### src/rtl/tbd_pkg.sv
// Shared types, constants and banner lookup for the torrent handshake detector.
`timescale 1ns / 1ps
package tbd_pkg;

    localparam int unsigned BANNER_LEN_DEF = 20;
    localparam int unsigned SKIP_LEN_DEF   = 48;
    localparam int unsigned TABLE_LEN      = 20;
    localparam int unsigned LEN_BYTES      = 4;

    typedef enum logic [1:0] {
        V_WAIT    = 2'd0,
        V_MATCH   = 2'd1,
        V_NOMATCH = 2'd2
    } t_verdict;

    // Per-request result from the core: emit says a result item is produced.
    typedef struct packed {
        logic     emit;
        t_verdict verdict;
    } t_step_res;

    localparam logic [7:0] BANNER_TABLE [TABLE_LEN] = '{
        8'd19, 8'h42, 8'h69, 8'h74, 8'h54, 8'h6f, 8'h72, 8'h72, 8'h65, 8'h6e,
        8'h74, 8'h20, 8'h70, 8'h72, 8'h6f, 8'h74, 8'h6f, 8'h63, 8'h6f, 8'h6c
    };

    // Positions past the known banner expect zero.
    function automatic logic [7:0] banner_at(input logic [31:0] i);
        logic [7:0] v;
        v = 8'd0;
        if (i < 32'(TABLE_LEN)) begin
            v = BANNER_TABLE[i[4:0]];
        end
        return v;
    endfunction

endpackage

### src/rtl/tbd_core.sv
// Handshake parse state: banner compare, skip count, length gather, data count.
`timescale 1ns / 1ps
module tbd_core
    import tbd_pkg::*;
#(
    parameter int unsigned BANNER_LEN = BANNER_LEN_DEF,
    parameter int unsigned SKIP_LEN   = SKIP_LEN_DEF
) (
    input  logic       i_clk,
    input  logic       i_rst_n,
    input  logic       i_accept,
    input  logic [7:0] i_data_byte,
    input  logic       i_last_in_segment,
    input  logic       i_from_responder,
    input  logic       i_flow_start,
    output t_step_res  o_res
);

    typedef enum logic [2:0] {
        PH_BANNER = 3'd0,
        PH_SKIP   = 3'd1,
        PH_LENGTH = 3'd2,
        PH_DATA   = 3'd3,
        PH_DONE   = 3'd4
    } t_phase;

    t_phase      r_phase, n_phase, cur_phase;
    logic [31:0] r_pos, n_pos, cur_pos, pos_inc;
    logic [31:0] r_len, n_len, cur_len;
    logic        decided;
    t_verdict    dec_verdict;

    always_comb begin
        // flow_start clears state before this byte is used
        cur_phase   = i_flow_start ? PH_BANNER : r_phase;
        cur_pos     = i_flow_start ? 32'd0 : r_pos;
        cur_len     = i_flow_start ? 32'd0 : r_len;
        pos_inc     = cur_pos + 32'd1;
        n_phase     = cur_phase;
        n_pos       = cur_pos;
        n_len       = cur_len;
        decided     = 1'b0;
        dec_verdict = V_WAIT;
        o_res.emit    = 1'b0;
        o_res.verdict = V_WAIT;

        if (cur_phase inside {PH_BANNER, PH_SKIP, PH_LENGTH, PH_DATA}) begin
            if (i_from_responder) begin
                case (cur_phase)
                    PH_BANNER: begin
                        if (i_data_byte != banner_at(cur_pos)) begin
                            decided     = 1'b1;
                            dec_verdict = V_NOMATCH;
                        end else if (cur_pos == 32'(BANNER_LEN - 1)) begin
                            n_phase = PH_SKIP;
                            n_pos   = 32'd0;
                        end else begin
                            n_pos = pos_inc;
                        end
                    end
                    PH_SKIP: begin
                        if (cur_pos == 32'(SKIP_LEN - 1)) begin
                            n_phase = PH_LENGTH;
                            n_pos   = 32'd0;
                            n_len   = 32'd0;
                        end else begin
                            n_pos = pos_inc;
                        end
                    end
                    PH_LENGTH: begin
                        n_len = {cur_len[23:0], i_data_byte};
                        n_pos = pos_inc;
                        if (pos_inc == 32'(LEN_BYTES)) begin
                            n_pos   = 32'd0;
                            n_phase = PH_DATA;
                            // zero length: match only at a segment end
                            if (n_len == 32'd0) begin
                                decided     = 1'b1;
                                dec_verdict = i_last_in_segment ? V_MATCH : V_NOMATCH;
                            end
                        end
                    end
                    default: begin
                        n_pos = pos_inc;
                        if (pos_inc == cur_len) begin
                            decided     = 1'b1;
                            dec_verdict = V_MATCH;
                        end
                    end
                endcase
            end

            if (decided) begin
                n_phase       = PH_DONE;
                o_res.emit    = 1'b1;
                o_res.verdict = dec_verdict;
            end else if (i_last_in_segment) begin
                o_res.emit    = 1'b1;
                o_res.verdict = V_WAIT;
            end
        end
    end

    always_ff @(posedge i_clk) begin
        if (!i_rst_n) begin
            r_phase <= PH_BANNER;
            r_pos   <= 32'd0;
            r_len   <= 32'd0;
        end else if (i_accept) begin
            r_phase <= n_phase;
            r_pos   <= n_pos;
            r_len   <= n_len;
        end
    end

endmodule

### src/rtl/torrent_handshake_detector.sv
// A result appears on the output register in the cycle after its request is taken.
// Throughput: one request per cycle; the parse state updates in a single pass per byte.
// The input side stalls only while a held result is not taken by the sink.
// Reset (synchronous, active low) returns the parser to the banner phase with
// position and length at zero and empties the output register.
// Top level of the torrent handshake detector.
`timescale 1ns / 1ps
module torrent_handshake_detector
    import tbd_pkg::*;
#(
    parameter int unsigned BANNER_LEN = BANNER_LEN_DEF,
    parameter int unsigned SKIP_LEN   = SKIP_LEN_DEF
) (
    input  logic       i_clk,
    input  logic       i_rst_n,
    input  logic       i_in_valid,
    output logic       o_in_ready,
    input  logic [7:0] i_data_byte,
    input  logic       i_last_in_segment,
    input  logic       i_from_responder,
    input  logic       i_flow_start,
    output logic       o_out_valid,
    input  logic       i_out_ready,
    output logic [1:0] o_verdict
);

    logic      accept;
    t_step_res step_res;
    logic      r_out_valid;
    t_verdict  r_verdict;

    assign o_in_ready = !r_out_valid || i_out_ready;
    assign accept     = i_in_valid && o_in_ready;

    tbd_core #(
        .BANNER_LEN (BANNER_LEN),
        .SKIP_LEN   (SKIP_LEN)
    ) u_core (
        .i_clk             (i_clk),
        .i_rst_n           (i_rst_n),
        .i_accept          (accept),
        .i_data_byte       (i_data_byte),
        .i_last_in_segment (i_last_in_segment),
        .i_from_responder  (i_from_responder),
        .i_flow_start      (i_flow_start),
        .o_res             (step_res)
    );

    always_ff @(posedge i_clk) begin
        if (!i_rst_n) begin
            r_out_valid <= 1'b0;
        end else if (o_in_ready) begin
            r_out_valid <= accept && step_res.emit;
        end
    end

    always_ff @(posedge i_clk) begin
        if (o_in_ready && accept && step_res.emit) begin
            r_verdict <= step_res.verdict;
        end
    end

    assign o_out_valid = r_out_valid;
    assign o_verdict   = r_verdict;

endmodule

### config.mk
export PLATFORM = sky130hd
export DESIGN_NAME = torrent_handshake_detector
export DESIGN_NICKNAME = d
export VERILOG_FILES = /design/src/rtl/tbd_pkg.sv /design/src/rtl/tbd_core.sv /design/src/rtl/torrent_handshake_detector.sv
export SDC_FILE = /design/constraint.sdc
export NUM_CORES = 1
export LEC_CHECK = 0
export BUFFER_PORTS_ARGS = -buffer_cell sky130_fd_sc_hd__buf_2
export CAP_MARGIN = 20
export CELL_PAD_IN_SITES_DETAIL_PLACEMENT = 1
export CELL_PAD_IN_SITES_GLOBAL_PLACEMENT = 1
export CORE_MARGIN = 1.5
export CORE_UTILIZATION = 25
export DETAILED_ROUTE_END_ITERATION = 7
export PLACE_DENSITY = 0.51
export RECOVER_POWER = 25
export SYNTH_ARGS = -nofsm -noshare
export SYNTH_HDL_FRONTEND = slang
export SYNTH_SLANG_ARGS = --single-unit
### constraint.sdc
create_clock -name i_clk -period 5 [get_ports i_clk]
set_clock_uncertainty 0.1 [all_clocks]
set_input_delay 0.25 -clock i_clk [delete_from_list [all_inputs] [get_ports i_clk]]
set_output_delay 0.25 -clock i_clk [all_outputs]
set_load 0.02 [all_outputs]
# Word level (Yosys, flattened, before mapping)
# Memories as Yosys holds them, arrays and structs flattened.
# Cells that the tools add are included.
[totals] regBits=70 rom_bits=256 input_bits=15 output_inout_bits=4 word_cells=72 mem_count=1
[memory_table] memory="(name not given)" words=32 word_bits=8 read_ports=1 rd_clocked_by_memory_dff=0 wr=0 line_no="tbd_pkg.sv:32" source="v = BANNER_TABLE[i[4:0]];"
[op_classes] add_sub_neg=1 n_lt_le_gt_ge=2 n_eq_ne=8 mux=45 bitwise=1 n_reduce_logical=9
[ops] op="$mux W32" count=11
[ops] op="$pmux W32 S3" count=1
[ops] op="$pmux W32 S2" count=1
[ops] op="$mux W8" count=6
[ops] op="$mux W3" count=11
[ops] op="$add A32 B1 Y32 const B" count=1
[ops] op="$eq A32 B3 Y1 const B" count=1
[ops] op="$eq A32 B32 Y1" count=1
[ops] op="$eq A32 B5 Y1 const B" count=1
[ops] op="$eq A32 B6 Y1 const B" count=1
[ops] op="$logic_not A32 Y1" count=1
[ops] op="$lt A32 B5 Y1 const B" count=1
[ops] op="$mux W2" count=5
[ops] op="$pmux W3 S3" count=1
[ops] op="$ne A8 B8 Y1" count=1
[ops] op="$mux W1" count=7
[ops] op="$eq A3 B2 Y1 const B" count=2
[ops] op="$ge A6 B6 Y1 const B" count=1
[ops] op="$not A5 Y6" count=1
[ops] op="$pmux W2 S3" count=1
[ops] op="$logic_and A1 B1 Y1" count=4
[ops] op="$reduce_bool A4 Y1" count=1
[ops] op="$eq A3 B1 Y1 const B" count=1
[ops] op="$logic_not A3 Y1" count=1
[ops] op="3 further kinds" count=3

# Depth between registers and ports, before layout
[depth] word_depth=17 depth_mapped=22 mapped_depth_nobuf=15

# Hierarchy
# Synthesis repeated with hierarchy kept, for this count alone.
[unflattened] cells_unflattened=778 area_unflattened_um2=5891.9
[by_module_without_submodules] mod="tbd_core" instances=1 cells_per_inst=770 area_each_um2=5760.5
[by_module_without_submodules] mod="torrent_handshake_detector" instances=1 cells_per_inst=8 area_each_um2=131.4

# Worst setup path before layout
# Ideal clock, no wire load.
[synth_path] path_type="input to register" from="input port i_flow_start" to="register r_verdict[0] (netlist: o_verdict[0]) (enable)" setup_time_ns=0.295 arrival_time_ns=4.399 t_required_ns=4.605 setup_slack_ns=0.206 stages=19 path_cell_list="buf_6 -> clkbuf_1 -> buf_2 -> buf_1 -> buf_1 -> buf_1 -> nor2b_1 -> ha_1 -> clkbuf_1 -> nand3_1 -> nor4_2 -> nor4b_1 -> xnor2_1 -> xor2_1 -> o21ai_1 -> or4_1 -> nor4_1 -> o31ai_1 -> inv_1"
[synth_via] elab_chain_len=17 elab_cells_between_ends=32 cone_classes="add/sub (1); order compare (1); eq/ne (6); mux (18); bitwise (1); reduce/logical (4); memory (1)"
[synth_lines] element="from (decl)" line_no="torrent_handshake_detector.sv:21" source="input logic i_flow_start,"
[synth_lines] element="$mux W32" line_no="tbd_core.sv:36" source="cur_pos = i_flow_start ? 32'd0 : r_pos;"
[synth_lines] element="$not A5 Y6 (implied by the code)" line_no="tbd_pkg.sv:32"
[synth_lines] element="$mem_v2 Z32 W8"
[synth_lines] element="$mux W8 (implied by the code) (2 in a row)" line_no="tbd_pkg.sv:32"
[synth_lines] element="$mux W8" line_no="tbd_pkg.sv:31" source="if (i < 32'(TABLE_LEN)) begin"
[synth_lines] element="$mux W8" line_no="tbd_core.sv:49" source="case (cur_phase)"
[synth_lines] element="$mux W8" line_no="tbd_core.sv:48" source="if (i_from_responder) begin"
[synth_lines] element="$mux W8" line_no="tbd_core.sv:47" source="if (cur_phase inside {PH_BANNER, PH_SKIP, PH_LENGTH, PH_DATA}) begin"
[synth_lines] element="$ne A8 B8 Y1" line_no="tbd_core.sv:51" source="if (i_data_byte != banner_at(cur_pos)) begin"
[synth_lines] element="$mux W1" line_no="tbd_core.sv:51"
[synth_lines] element="$pmux W1 S3" line_no="tbd_core.sv:49"
[synth_lines] element="$mux W1" line_no="tbd_core.sv:48"
[synth_lines] element="$mux W1" line_no="tbd_core.sv:47"
[synth_lines] element="$mux W3" line_no="tbd_core.sv:93" source="if (decided) begin"
[synth_lines] element="$mux W3 (*)" line_no="tbd_core.sv:47"
[synth_lines] element="$logic_and A1 B1 Y1 (*)" line_no="torrent_handshake_detector.sv:58" source="if (o_in_ready && accept && step_res.emit) begin"
[synth_lines] element="to (signal assigned)" line_no="torrent_handshake_detector.sv:59" source="r_verdict <= step_res.verdict;"
[synth_lines] element="to (decl)" line_no="torrent_handshake_detector.sv:30" source="t_verdict r_verdict;"
# Mark *: on every way between the ends. The rest lies on a longest branch, timed or not. The select of a mux whose other input is x is not followed.
# A chain may end at the register's enable or synchronous reset.

# Worst setup path after layout
[layout_path] from="register u_core.r_pos[1]" to="register r_verdict[1] (netlist: o_verdict[1]) (enable)"
[layout_via] elab_chain_len=17 elab_cells_between_ends=23 cone_classes="add/sub (1); order compare (1); eq/ne (3); mux (15); bitwise (1); reduce/logical (1); memory (1)"
[layout_lines] element="from (decl)" line_no="tbd_core.sv:28" source="logic [31:0] r_pos, n_pos, cur_pos, pos_inc;"
[layout_lines] element="from (signal assigned)" line_no="tbd_core.sv:111" source="r_pos <= n_pos;"
[layout_lines] element="$mux W32 (*)" line_no="tbd_core.sv:36"
[layout_lines] element="$not A5 Y6 (implied by the code)" line_no="tbd_pkg.sv:32"
[layout_lines] element="$mem_v2 Z32 W8"
[layout_lines] element="$mux W8 (implied by the code) (2 in a row)" line_no="tbd_pkg.sv:32"
[layout_lines] element="$mux W8" line_no="tbd_pkg.sv:31"
[layout_lines] element="$mux W8" line_no="tbd_core.sv:49"
[layout_lines] element="$mux W8" line_no="tbd_core.sv:48"
[layout_lines] element="$mux W8" line_no="tbd_core.sv:47"
[layout_lines] element="$ne A8 B8 Y1" line_no="tbd_core.sv:51"
[layout_lines] element="$mux W1" line_no="tbd_core.sv:51"
[layout_lines] element="$pmux W1 S3 (*)" line_no="tbd_core.sv:49"
[layout_lines] element="$mux W1 (*)" line_no="tbd_core.sv:48"
[layout_lines] element="$mux W1 (*)" line_no="tbd_core.sv:47"
[layout_lines] element="$mux W3 (*)" line_no="tbd_core.sv:93"
[layout_lines] element="$mux W3 (*)" line_no="tbd_core.sv:47"
[layout_lines] element="$logic_and A1 B1 Y1 (*)" line_no="torrent_handshake_detector.sv:58"
# Marks and branches as above.

==> reports/metrics.csv <==
stage;metric;value;unit
run_status;status;finished clean;
route;routed_wl;24400;microns
clock_tree;h-tree-depth;3;
sta;fin_tns_setup;0;ns
synth;syn_nets;751;
synth;yosysUniqueCellTypes;90;
sta;finalHoldViolCount;0;
worst_setup_path;start_kind;flip-flop;
clock_tree;clk_latency;0.36;ns
clock_tree;cts.reportedPaths.clkPinSlew;0.07;ns
final_layout;drive_gt1_frac;0.121;
sta;min_period;4.71;ns
route;drc;0;
global_routing;grt_usage;0.211;
floorplan;die_area;23100;sq um
synth;synth_common_cells;88 x nor2_1, 68 x dfxtp_1, 57 x nand2_1;
global_routing;grt_start_max_net_pins;47;
clock_tree;postCtsSetupBuffers;0;
power_and_ir_drop;ir_drop;0.147;mV
clock_tree;clock-sinks;70;
global_routing;antenna_found_initial;0;
sta;period_share;0.943;
floorplan;core.rowCount;54;
floorplan;ios;19;
global_routing;use_met1;0.281;
route;drtPass1Iterations;5;
global_routing;grt-busiest-layer;met2;
synth;synth-seq-cells;70;
final_layout;area_growth;12.3;%
placed_design;port_buffers;18;
route;first_iter_violations;603;
placed_design;routabilityCongestion;0.961;
clock_tree;cts_hold_buf;0;
worst_setup_path;cp_max_fo;8;
route;wire_per_inst;24.0;microns
synth;avgSynthCellArea;7.59;sq um
floorplan;start_util;0.254;
floorplan;die_w;152;microns
sta;setup_viol;0;
sta;maxSlewHeadroom;0.0197;
synth;synth_compound_area_frac;0.230;
job;cap_viol_max_count;0;
global_routing;grtUsageMet3;0.0288;
clock_tree;cts_tree;done;
power_and_ir_drop;pwr_density_cell;239;nW/um^2
synth;synth_xor_area_frac;0.0956;
final_layout;final_util;0.286;
worst_setup_path;critPathArrivalTime;4.68;ns
synth;ys_seq_area_frac;0.256;
clock_tree;clockRootBuffer;clkbuf_16;
global_routing;grt_pass1_wl;37600;microns
synth;synthArstFlopShare;0;
sta;worst_slew_pin_slew;1.47;ns
synth;synth_area;5550;sq um
route;ant_nets;0;
clock_tree;clock_path_buffers;2;
sta;drv_slew;0;
synth;synthMuxAreaShare;0.0234;
final_layout;fillCellCount;2653;
synth;synthAdderAreaFrac;0.0113;
worst_setup_path;required;4.96;ns
synth;synth-edff-count;2;
placed_design;dp_hpwl;18200;microns
synth;synth_top_family_by_area;simple AND/OR/NAND/NOR gates;
floorplan;die_y;152;microns
sta;clock.fmax;0.212;GHz
final_layout;finalNetCount;751;
global_routing;grt_pass1_vias;6019;
synth;synth_area_leader_cell;dfxtp_1;
route;via_per_inst;5.76;
global_routing;grtUsageMet2;0.339;
final_layout;diodes;0;
floorplan;coreArea;21800;sq um
synth;yosysMostFrequentCell;nor2_1;
min_path;min_path_type;primary input to flip-flop;
clock_tree;cts_buffers;9;
worst_setup_path;cp-end-kind;flip-flop;
synth;ys_warn_count;0;
clock_tree;cts_resized;0;
sta;rsz0062_at_grt;no;
power_and_ir_drop;leakage;2.19;nW
synth;synth_top_area_share;0.245;
synth;synth-main-ff-cell;dfxtp_1;
worst_setup_path;crit_type;flip-flop to flip-flop;
synth;syn_inst;731;
synth;ys_top_cells_by_area;dfxtp_1 25%, nor2_1 6.0%, xnor2_1 5.7%, a22oi_1 5.3%, nand2_1 3.9%;
power_and_ir_drop;p_total;0.00149;W
route;vias;5856;
global_routing;overflow;0;
synth;yosys.area_share.simple;0.327;
sequential cells by signal, summed over array words and instances, names as in the netlist:
signal and cells:
u_core.r_len 32, u_core.r_phase 3, o_verdict 2, o_out_valid 1, u_core.r_pos 32
final cells by class:
class	count	area, sq um	area share
Multi-Input combinational cell	587	3820	0.613
Tap cell	280	350	0.0562
Inverter	17	63.8	0.0102
Timing Repair Buffer	46	292	0.0468
Clock inverter	7	61.3	0.00984
Sequential cell	70	1420	0.228
Clock buffer	9	225	0.0361
critical path: stages, from the launching register on:
cell and delay [ns]:
dfxtp_1 0.33, nor2b_1 0.28, ha_1 0.47, buf_4 0.23, nand4_1 0.11, nor4_2 0.39
nand3_1 0.23, mux2i_1 0.50, xor2_1 0.20, o21ai_1 0.08, or4_1 0.48, nor4_1 0.71
o31ai_1 0.18, inv_1 0.12
power by group:
part | internal, W | leakage (nW) | switching (W)
sequential | 0.000570 | 0.568 | 0.0000135
combinational | 0.0000780 | 1.48 | 0.000169
clock | 0.000347 | 0.135 | 0.000310
cells by family after synthesis:
logic type / after synthesis
flip-flops: 70
adder cells (fa/ha/maj): 5
XOR/XNOR: 59
AND/OR/NAND/NOR: 332
buffers and inverters: 74
multiplexers: 12
AO/OA/AOI/OAI: 179
metrics by stage:
step	area [sq um]	worst slack [ns]	hold WS (ns)	instances
3_3_place_gp	5960	0.392	0.410	1000
2_1_floorplan	5550	0.206	0.313	731
3_5_place_dp	5960	0.265	0.416	1000
5_1_grt	6230	0.0512	0.140	1016
4_1_cts	6240	0.313	0.0998	1016
6_report	6230	0.287	0.107	1016
cell usage in the layout (no fill, tap or decap), types with 4 or more instances in the layout:
cell       synthesis  final
a211oi_1           7      7
a21oi_1           28     28
a22o_1             6      6
a22oi_1           39     39
a31oi_1           12     12
a41o_1             4      4
and2_1             6      6
and3_1             6      6
and4_1             5      5
buf_2             16     14
buf_4              2     27
clkbuf_1          32      5
clkbuf_16          0      9
dfxtp_1           68     68
ha_1               5      5
inv_1             16     16
inv_6              0      4
mux2_2             4      4
mux2i_1            7      7
nand2_1           57     57
nand2b_1          13     13
nand3_1           27     27
nand3b_1           4      4
nand4_1           29     29
nor2_1            88     87
nor2b_1           15     15
nor3_1            17     17
nor4_1            22     22
nor4b_1            4      4
o21ai_0           31     32
o221ai_1           5      5
o31ai_1            4      4
or2_2              7      7
or4_1              6      6
xnor2_1           36     36
xor2_1            22     22
layer usage:
metal	part of all wire	routed length (microns)
met1	0.46	11200
met2	0.46	11100
met3	0.046	1120
met4	0.038	931
met5	0	0
final timing paths:
kind / cells past startpoint / slack, ns / to / from
hold reg to reg: 2 / 0.43 / u_core.r_len[31]$_SDFFE_PN0P_ / u_core.r_len[31]$_SDFFE_PN0P_
setup reg to reg: 13 / 0.29 / o_verdict[1]$_SDFFCE_PP0P_ / u_core.r_pos[1]$_SDFFE_PN0P_
setup / recovery: 13 / 0.29 / o_verdict[1]$_SDFFCE_PP0P_ / u_core.r_pos[1]$_SDFFE_PN0P_
hold / removal: 3 / 0.11 / u_core.r_len[3]$_SDFFE_PN0P_ / i_data_byte[3]
Note: power is estimated with default switching activity, not from simulation.
